## src/design/edm_pkg.sv

```systemverilog
`timescale 1ns / 1ps
// ----------------------------------------------------------------------------
// edm_pkg: egg drop minimum trials, shared types and widths
// Fixed beat field widths and stream data widths.
// ----------------------------------------------------------------------------
package edm_pkg;

	localparam int FLOORS_W = 10;
	localparam int EGGS_W   = 5;
	localparam int DROPS_W  = 10;

	localparam int S_DATA_W = 16;
	localparam int M_DATA_W = 16;

	typedef logic [FLOORS_W-1:0] floors_t;
	typedef logic [EGGS_W-1:0]   eggs_t;
	typedef logic [DROPS_W-1:0]  drops_t;
	typedef logic [S_DATA_W-1:0] s_data_t;
	typedef logic [M_DATA_W-1:0] m_data_t;

endpackage

```

## src/design/edm_reach_step.sv

```systemverilog
`timescale 1ns / 1ps
// ----------------------------------------------------------------------------
// edm_reach_step: shared reach update unit
// Adds two reach values plus one, saturates at the floor limit and compares
// the result against the floor count of the query.
// ----------------------------------------------------------------------------
module edm_reach_step #(
	parameter int MAX_FLOORS = 512
) (
	input  logic [$clog2(MAX_FLOORS+1)-1:0] old_reach,
	input  logic [$clog2(MAX_FLOORS+1)-1:0] prev_reach,
	input  logic [$clog2(MAX_FLOORS+1)-1:0] target,
	output logic [$clog2(MAX_FLOORS+1)-1:0] new_reach,
	output logic                            reached
);

	localparam int NW = $clog2(MAX_FLOORS + 1);

	logic [NW:0] sum;

	always_comb begin
		sum = {1'b0, old_reach} + {1'b0, prev_reach} + (NW+1)'(1);
		if (sum > (NW+1)'(MAX_FLOORS)) begin
			new_reach = NW'(MAX_FLOORS);
		end else begin
			new_reach = sum[NW-1:0];
		end
		reached = (new_reach >= target);
	end

endmodule

```

## src/design/egg_drop_min_trials.sv

```systemverilog
`timescale 1ns / 1ps
// ----------------------------------------------------------------------------
// egg_drop_min_trials: minimum worst-case drop count for the egg puzzle
// Answers each floors/eggs beat with the fewest drops that always find the
// critical floor.
// ----------------------------------------------------------------------------
// The block finds the smallest drop count t whose reach with k eggs covers the
// floors. One adder walks the egg levels 1..k of a small reach memory, one
// level per cycle; one egg with MAX_FLOORS floors is the longest query. The
// input is not ready while a query runs; a result waits in the output register
// while the next query is taken. Eggs of zero count as one, eggs above MAX_EGGS
// and floors above MAX_FLOORS saturate.
module egg_drop_min_trials #(
	parameter int MAX_FLOORS = 512,
	parameter int MAX_EGGS   = 16
) (
	input  logic              clk,
	input  logic              arst_n,
	input  logic              s_tvalid,
	output logic              s_tready,
	input  edm_pkg::s_data_t  s_tdata,   // [9:0] floors, [14:10] eggs
	output logic              m_tvalid,
	input  logic              m_tready,
	output edm_pkg::m_data_t  m_tdata    // [9:0] min_drops
);

	import edm_pkg::*;

	localparam int NW = $clog2(MAX_FLOORS + 1);
	localparam int TW = $clog2(MAX_FLOORS + 2);
	localparam int KW = $clog2(MAX_EGGS + 1);
	localparam int AW = (MAX_EGGS > 1) ? $clog2(MAX_EGGS) : 1;

	typedef enum logic [1:0] {
		ST_IDLE,
		ST_RUN,
		ST_FINISH
	} state_t;

	state_t         state_q;
	logic [NW-1:0]  n_q;
	logic [AW-1:0]  klast_q;
	logic [AW-1:0]  ra_q;
	logic [TW-1:0]  tiss_q;
	logic           vld_s1;
	logic [AW-1:0]  ja_s1;
	logic [TW-1:0]  t_s1;
	logic           first_s1;
	logic [NW-1:0]  rd_s1;
	logic [NW-1:0]  prev_q;
	logic [TW-1:0]  res_q;
	logic           m_tvalid_q;
	drops_t         m_data_q;

	logic [NW-1:0]  reach_mem [MAX_EGGS];

	floors_t        floors;
	eggs_t          eggs;
	logic [NW-1:0]  n_sel;
	logic [KW-1:0]  k_sel;
	logic [NW-1:0]  old_reach;
	logic [NW-1:0]  new_reach;
	logic           reached;
	logic           hit_last;

	assign floors = s_tdata[FLOORS_W-1:0];
	assign eggs   = s_tdata[FLOORS_W+EGGS_W-1:FLOORS_W];

	always_comb begin
		if (32'(floors) > 32'(MAX_FLOORS)) begin
			n_sel = NW'(MAX_FLOORS);
		end else begin
			n_sel = NW'(floors);
		end
		if (eggs == '0) begin
			k_sel = KW'(1);
		end else if (32'(eggs) > 32'(MAX_EGGS)) begin
			k_sel = KW'(MAX_EGGS);
		end else begin
			k_sel = KW'(eggs);
		end
	end

	assign old_reach = first_s1 ? '0 : rd_s1;

	edm_reach_step #(
		.MAX_FLOORS(MAX_FLOORS)
	) u_step (
		.old_reach (old_reach),
		.prev_reach(prev_q),
		.target    (n_q),
		.new_reach (new_reach),
		.reached   (reached)
	);

	assign hit_last = vld_s1 && (ja_s1 == klast_q) && reached;

	always_ff @(posedge clk) begin
		if (state_q == ST_RUN && vld_s1) begin
			reach_mem[ja_s1] <= new_reach;
		end
		if (vld_s1 && ja_s1 == ra_q) begin
			rd_s1 <= new_reach;
		end else begin
			rd_s1 <= reach_mem[ra_q];
		end
	end

	always_ff @(posedge clk or negedge arst_n) begin
		if (!arst_n) begin
			state_q    <= ST_IDLE;
			n_q        <= '0;
			klast_q    <= '0;
			ra_q       <= '0;
			tiss_q     <= '0;
			vld_s1     <= 1'b0;
			ja_s1      <= '0;
			t_s1       <= '0;
			first_s1   <= 1'b0;
			prev_q     <= '0;
			res_q      <= '0;
			m_tvalid_q <= 1'b0;
			m_data_q   <= '0;
		end else begin
			if (m_tvalid_q && m_tready && state_q != ST_FINISH) begin
				m_tvalid_q <= 1'b0;
			end
			unique case (state_q)
				ST_IDLE: begin
					vld_s1 <= 1'b0;
					if (s_tvalid) begin
						n_q     <= n_sel;
						klast_q <= AW'(k_sel - KW'(1));
						ra_q    <= '0;
						tiss_q  <= TW'(1);
						prev_q  <= '0;
						res_q   <= '0;
						if (n_sel == '0) begin
							state_q <= ST_FINISH;
						end else begin
							state_q <= ST_RUN;
						end
					end
				end
				ST_RUN: begin
					vld_s1   <= !hit_last;
					ja_s1    <= ra_q;
					t_s1     <= tiss_q;
					first_s1 <= (tiss_q == TW'(1));
					if (ra_q == klast_q) begin
						ra_q   <= '0;
						tiss_q <= tiss_q + TW'(1);
					end else begin
						ra_q <= ra_q + AW'(1);
					end
					if (vld_s1) begin
						prev_q <= (ja_s1 == klast_q) ? '0 : old_reach;
					end
					if (hit_last) begin
						res_q   <= t_s1;
						state_q <= ST_FINISH;
					end
				end
				ST_FINISH: begin
					if (!m_tvalid_q || m_tready) begin
						m_tvalid_q <= 1'b1;
						m_data_q   <= DROPS_W'(res_q);
						state_q    <= ST_IDLE;
					end
				end
				default: begin
					state_q <= ST_IDLE;
				end
			endcase
		end
	end

	assign s_tready = (state_q == ST_IDLE);
	assign m_tvalid = m_tvalid_q;
	assign m_tdata  = {{(M_DATA_W-DROPS_W){1'b0}}, m_data_q};

endmodule

```

## config.mk

```make
export PLATFORM = sky130hd
export DESIGN_NAME = egg_drop_min_trials
export DESIGN_NICKNAME = d
export VERILOG_FILES = /design/src/design/edm_pkg.sv /design/src/design/edm_reach_step.sv /design/src/design/egg_drop_min_trials.sv
export SDC_FILE = /design/constraint.sdc
export NUM_CORES = 1
export LEC_CHECK = 0
export BUFFER_PORTS_ARGS = -buffer_cell sky130_fd_sc_hd__buf_2
export CAP_MARGIN = 20
export CORE_MARGIN = 2
export CORE_UTILIZATION = 62
export DETAILED_ROUTE_END_ITERATION = 12
export PLACE_DENSITY = 0.8
export SLEW_MARGIN = 10
export SYNTH_ARGS = -nofsm -noshare
export SYNTH_HDL_FRONTEND = slang
export SYNTH_SLANG_ARGS = --single-unit
export TNS_END_PERCENT = 30
```

## constraint.sdc

```tcl
create_clock -name clk -period 6.7 [get_ports clk]
set_input_delay 1.005 -clock clk [delete_from_list [all_inputs] [get_ports clk]]
set_output_delay 1.005 -clock clk [all_outputs]
set_load 0.005 [all_outputs]
```

# Yosys cells after proc, flatten, opt, wreduce, memory -nomap -nowiden
# Memories as Yosys holds them, arrays and structs flattened.
# Index checks and enable logic that the tools add are counted.
# totals
reg_bits,87
ram_bits,160
memories,1
# classes
add_sub_neg,5
order_cmp,4
n_eq_ne,12
n_mux,29
reduce_logical,20
# mem_list
memory,depth,width,rd,rd_clocked_by_memory_dff,wr,line,text
reach_mem,16,10,1,0,1,egg_drop_min_trials.sv:55,logic [NW-1:0] reach_mem [MAX_EGGS];
# ops
cell,count
$mux 10,10
$pmux 10 s2,3
$mux 4,4
$eq 4x4->1,3
$reduce_and 3->1,4
$add 10x10->11,1
$add 11x1->11 const B,1
$gt 11x10->1 const B,1
$add 10x1->10 const B,1
$eq 10x1->1 const B,1
$ge 10x10->1,1
$gt 10x10->1 const B,1
$logic_not 10->1,1
$ne 2x2->1 const B,5
$mux 2,4
$pmux 4 s2,1
$logic_and 1x1->1,6
$pmux 2 s3,1
$reduce_and 2->1,3
$gt 5x5->1 const B,1
$logic_not 5->1,1
$mux 1,5
$add 4x1->4 const B,1
$sub 4x1->4 const B,1
other kinds (8),9

# Longest topological paths before layout
# logic_depth
depth_word,9
ltp_mapped,22

# By module
# From an unflattened synthesis, not the netlist that was laid out.
# unflattened
cells_unflattened,753
hier_area_um2,10699.0
# by_module_without_submodules
mod,n_inst,cells_each,area_each_um2,seq_area_each_um2
egg_drop_min_trials,1,658,9973.3,6931.6
edm_reach_step,1,95,725.7,0.0

# Worst setup path before layout
# No wires, ideal clock.
# synth_path
kind,register -> register
start,register first_s1
end,register res_q[0]
setup_ns,0.079
arrival_ns,4.374
t_required_ns,6.621
setup_slack_ns,2.246
stages_incl_launch_ff,21
path_buffers,3
period_less_slack_ns,4.454
path_cell_list,dfrtp_1 > buf_4 > inv_2 > nand2_1 > ha_1 > inv_1 > fa_1 > and3_1 > o41ai_2 > nor3_1 > or3_4 > buf_2 > nor2_1 > ha_1 > a21o_1 > a21o_1 > a21oi_1 > o21a_1 > o21a_1 > buf_2 > mux2i_1
# synth_via
elab_chain_cells,9
# synth_rtl
item,line,text
start: declaration,egg_drop_min_trials.sv:48,logic first_s1;
start signal: assignment,egg_drop_min_trials.sv:149,first_s1 <= (tiss_q == TW'(1));
$mux 10 (*),egg_drop_min_trials.sv:84,assign old_reach = first_s1 ? '0 : rd_s1;
$add 10x10->11 (*),edm_reach_step.sv:22,"sum = {1'b0, old_reach} + {1'b0, prev_reach} + (NW+1)'(1);"
$add 11x1->11 (*),edm_reach_step.sv:22,
$gt 11x10->1,edm_reach_step.sv:23,if (sum > (NW+1)'(MAX_FLOORS)) begin
$mux 10 (*),edm_reach_step.sv:23,
via new_reach[9],egg_drop_min_trials.sv:62,logic [NW-1:0] new_reach;
$ge 10x10->1 (*),edm_reach_step.sv:28,reached = (new_reach >= target);
$logic_and 1x1->1 (*),egg_drop_min_trials.sv:96,assign hit_last = vld_s1 && (ja_s1 == klast_q) && reached;
$ne 2x2->1 (no line) (*),n/a,
$reduce_and 3->1 (no line) (*),n/a,
end signal: assignment,egg_drop_min_trials.sv:160,res_q <= t_s1;
end: declaration,egg_drop_min_trials.sv:51,logic [TW-1:0] res_q;
# Mark *: on every way through the listed nets, which the timed path passes. The rest lies on a longest branch.
# A chain may end at the register's enable or synchronous reset.

# Final worst setup path
# Ends and elaborated chain as after synthesis.

==> results.json <==
{
  "status": "completed",
  "gp_congestion": 0.8428,
  "antenna_cells": 0,
  "syn_area_per_cell_um2": 14.93,
  "ctsRootBufferMaster": "clkbuf_16",
  "finalCritPeriodShare": 0.8307,
  "dieArea_um2": 18280,
  "critPathMaxFanout": 37,
  "r2r_start": "first_s1$_DFFE_PN0P_",
  "fin_crit_ns": 5.566,
  "p_per_area_nw_per_um2": 511.4,
  "hold_depth": 1,
  "synthArstFlopShare": 0.3117,
  "hold_start": "m_data_q[7]$_DFFE_PN0P_",
  "crit_type": "flip-flop to flip-flop",
  "tns_ns": 0,
  "clk_latency_ns": 0.51,
  "holdWs_ns": 0.4989,
  "ys_seq_area_frac": 0.6494,
  "track_usage": 0.2605,
  "drtPass1Iterations": 5,
  "postCtsResizedCells": 0,
  "ff2ff_setup_slack_ns": 1.13,
  "viasPerCell": 6.318,
  "nets": 804,
  "cts_buffers": 25,
  "worstPathRequired_ns": 7.13,
  "timing.rr.end": "res_q[0]$_DFFE_PN0P_",
  "synthFlopType": "edfxtp_1",
  "htree_levels": 1,
  "synth-edff-count": 160,
  "arrival_ns": 5.99,
  "core-area_um2": 16700,
  "synth_cell_types": 60,
  "die_x_um": 135.2,
  "drt_iter0_drc": 829,
  "final_cell_area_um2": 11950,
  "setup.worst_path.start_class": "flip-flop",
  "die-height_um": 135.2,
  "post_cts_buffers": 0,
  "yosys_warnings": 0,
  "synth_area_um2": 10670,
  "io_pins": 38,
  "drv_slew": 0,
  "ant_nets": 0,
  "avgRoutedWirePerCell_um": 22.89,
  "cts.sinks": 247,
  "r2r_cells": 16,
  "dpl.hpwl_um": 13960,
  "syn2layout_area_growth_pct": 11.97,
  "drt-total-wl_um": 22820,
  "irDropWorstVdd_mv": 0.3503,
  "rsz0062_at_grt": "no",
  "placed_area_um2": 11010,
  "leakagePower_uw": 0.004683,
  "hp-class": "flip-flop to flip-flop",
  "max_slew_margin": 0.3161,
  "grt_pass1_vias": 6304,
  "start_util": 0.6391,
  "port-buffer-count": 30,
  "vias": 6299,
  "grt_pass1_wl_um": 35620,
  "fin_skew_ns": 0.005316,
  "syn-instance-count": 715,
  "whs_endpoint": "m_data_q[7]$_DFFE_PN0P_",
  "fmax_mhz": 179.7,
  "cts_tree": "done",
  "drc_errors": 0,
  "hold_viol_final": 0,
  "rows": 47,
  "overflow": 0,
  "setup_viol": 0,
  "grt_max_degree": 78,
  "maxCapViolCount": 0,
  "clkTransAtPathRegs_ns": 0.06,
  "cts_max_path_buffers": 3,
  "drive_gt1_frac": 0.2201,
  "ctsHoldBuffers": 0,
  "antenna_found_initial": 0,
  "synth_seq_cells": 247,
  "worstMarginPinSlew_ns": 1.022,
  "cp-end-kind": "flip-flop"
}
[logic make-up after synthesis]
logic type / after synthesis / synth area share
buffers and inverters: 67 / 0.02919
AO/OA/AOI/OAI: 89 / 0.05720
other: 1 / 0.0003513
flip-flops: 247 / 0.6494
XOR/XNOR: 28 / 0.02297
multiplexers: 73 / 0.1284
adder cells (fa/ha/maj): 24 / 0.02860
AND/OR/NAND/NOR: 186 / 0.08393
[layout make-up]
| class | instances | area [µm²] |
|---|---|---|
| Clock buffer | 35 | 735.7 |
| Clock inverter | 8 | 42.54 |
| Fill cell | 1023 | 4750 |
| Inverter | 26 | 97.59 |
| Multi-Input combinational cell | 406 | 3460 |
| Sequential cell | 247 | 6934 |
| Tap cell | 220 | 275.3 |
| Timing Repair Buffer | 55 | 406.6 |
[worst max-delay path, cell delays in order, from the launching register on]
cell and delay [ns]:
dfrtp_1 0.67, inv_2 0.12, nand2_1 0.10, ha_1 0.15
inv_1 0.07, fa_1 0.47, a21oi_1 0.23, o22ai_1 0.19
o41ai_2 0.37, nor3_1 0.09, or3_4 0.58, nor2_2 0.70
ha_1 0.38, a211oi_1 0.21, o21a_1 0.21, o21a_1 0.62
mux2i_1 0.28
[Yosys cell counts (all sizes together) (10+ instances only)]
library cell	number	share of area
dfxtp	10	0.019
buf	24	0.014
mux2i	12	0.011
inv	26	0.0091
mux4	50	0.11
edfxtp	160	0.45
xor2	18	0.015
nor2	43	0.016
nor3	10	0.0047
xnor2	10	0.0082
o31ai	11	0.0082
clkbuf	17	0.0060
nand3	13	0.0061
nand2	71	0.025
mux2	11	0.012
ha	22	0.026
nor2b	10	0.0061
dfrtp	77	0.18
a21oi	15	0.0074
o21ai	31	0.015
a22o	10	0.0082
[where the power goes]
group | leakage, µW | total, µW | switching (µW) | internal (µW)
sequential | 0.00257 | 2520 | 223 | 2300
combinational | 0.00173 | 2280 | 1370 | 912
clock | 0.000390 | 1310 | 547 | 763
total | 0.00468 | 6110 | 2140 | 3970
[registers in the layout (all words and copies together), names as in the netlist]
register and cells:
vld_s1 1, n_q 10, ja_s1 4, m_data_q 10, first_s1 1, state_q 2
prev_q 10, t_s1 10, klast_q 4, ra_q 4, res_q 10, reach_mem 160
tiss_q 10, m_tvalid 1, rd_s1 10
[layout by cell type, fill, tap and decap left out, types with 5 or more instances in the layout]
master,count
nor2b_1,8
dfrtp_1,75
xnor2_1,10
dfxtp_1,10
clkbuf_1,5
buf_2,29
xor2_1,18
edfxtp_1,160
nand2_1,71
a21oi_1,14
ha_1,22
buf_6,7
o21ai_0,31
mux2i_1,12
mux4_2,50
mux2_2,11
nor2_1,39
clkbuf_16,27
buf_4,16
o31ai_1,10
nand3b_1,8
a21o_1,5
inv_1,25
a22o_1,10
conb_1,6
nand2b_1,8
nor3_1,10
nand3_1,13
clkinv_2,6
[metrics by stage]
stage | setup WS, ns | utilization | cells | total power, µW
floorplan | 2.246 | - | 720 | 4055
global placement | 1.345 | 0.6565 | 936 | 4517
global route | 0.8276 | 0.7156 | 997 | 6418
finish | 1.134 | 0.7156 | 997 | 6112
detailed placement | 0.9641 | 0.6592 | 940 | 4683
CTS | 0.7854 | 0.7058 | 983 | 6018
[worst max path at each step]
stage / from / endpoint / slack [ns] / cells past startpoint
finish: first_s1$_DFFE_PN0P_ / res_q[0]$_DFFE_PN0P_ / 1.13 / 16
global route: first_s1$_DFFE_PN0P_ / res_q[0]$_DFFE_PN0P_ / 0.83 / 19
CTS: first_s1$_DFFE_PN0P_ / res_q[0]$_DFFE_PN0P_ / 0.79 / 18
detailed placement: first_s1$_DFFE_PN0P_ / res_q[0]$_DFFE_PN0P_ / 0.96 / 18
global placement: first_s1$_DFFE_PN0P_ / res_q[5]$_DFFE_PN0P_ / 1.34 / 18
floorplan: first_s1$_DFFE_PN0P_ / res_q[0]$_DFFE_PN0P_ / 2.25 / 20
[routing by layer]
layer  track usage  vias up  routed length [µm]
met5             0        -                   0
met4       0.08218        0                 451
met3       0.04602       42                1943
met2        0.4326      355               11570
met1        0.3589     3148                8858
li1              -     2754                   -
No activity file was read; power rests on OpenSTA's default activity.
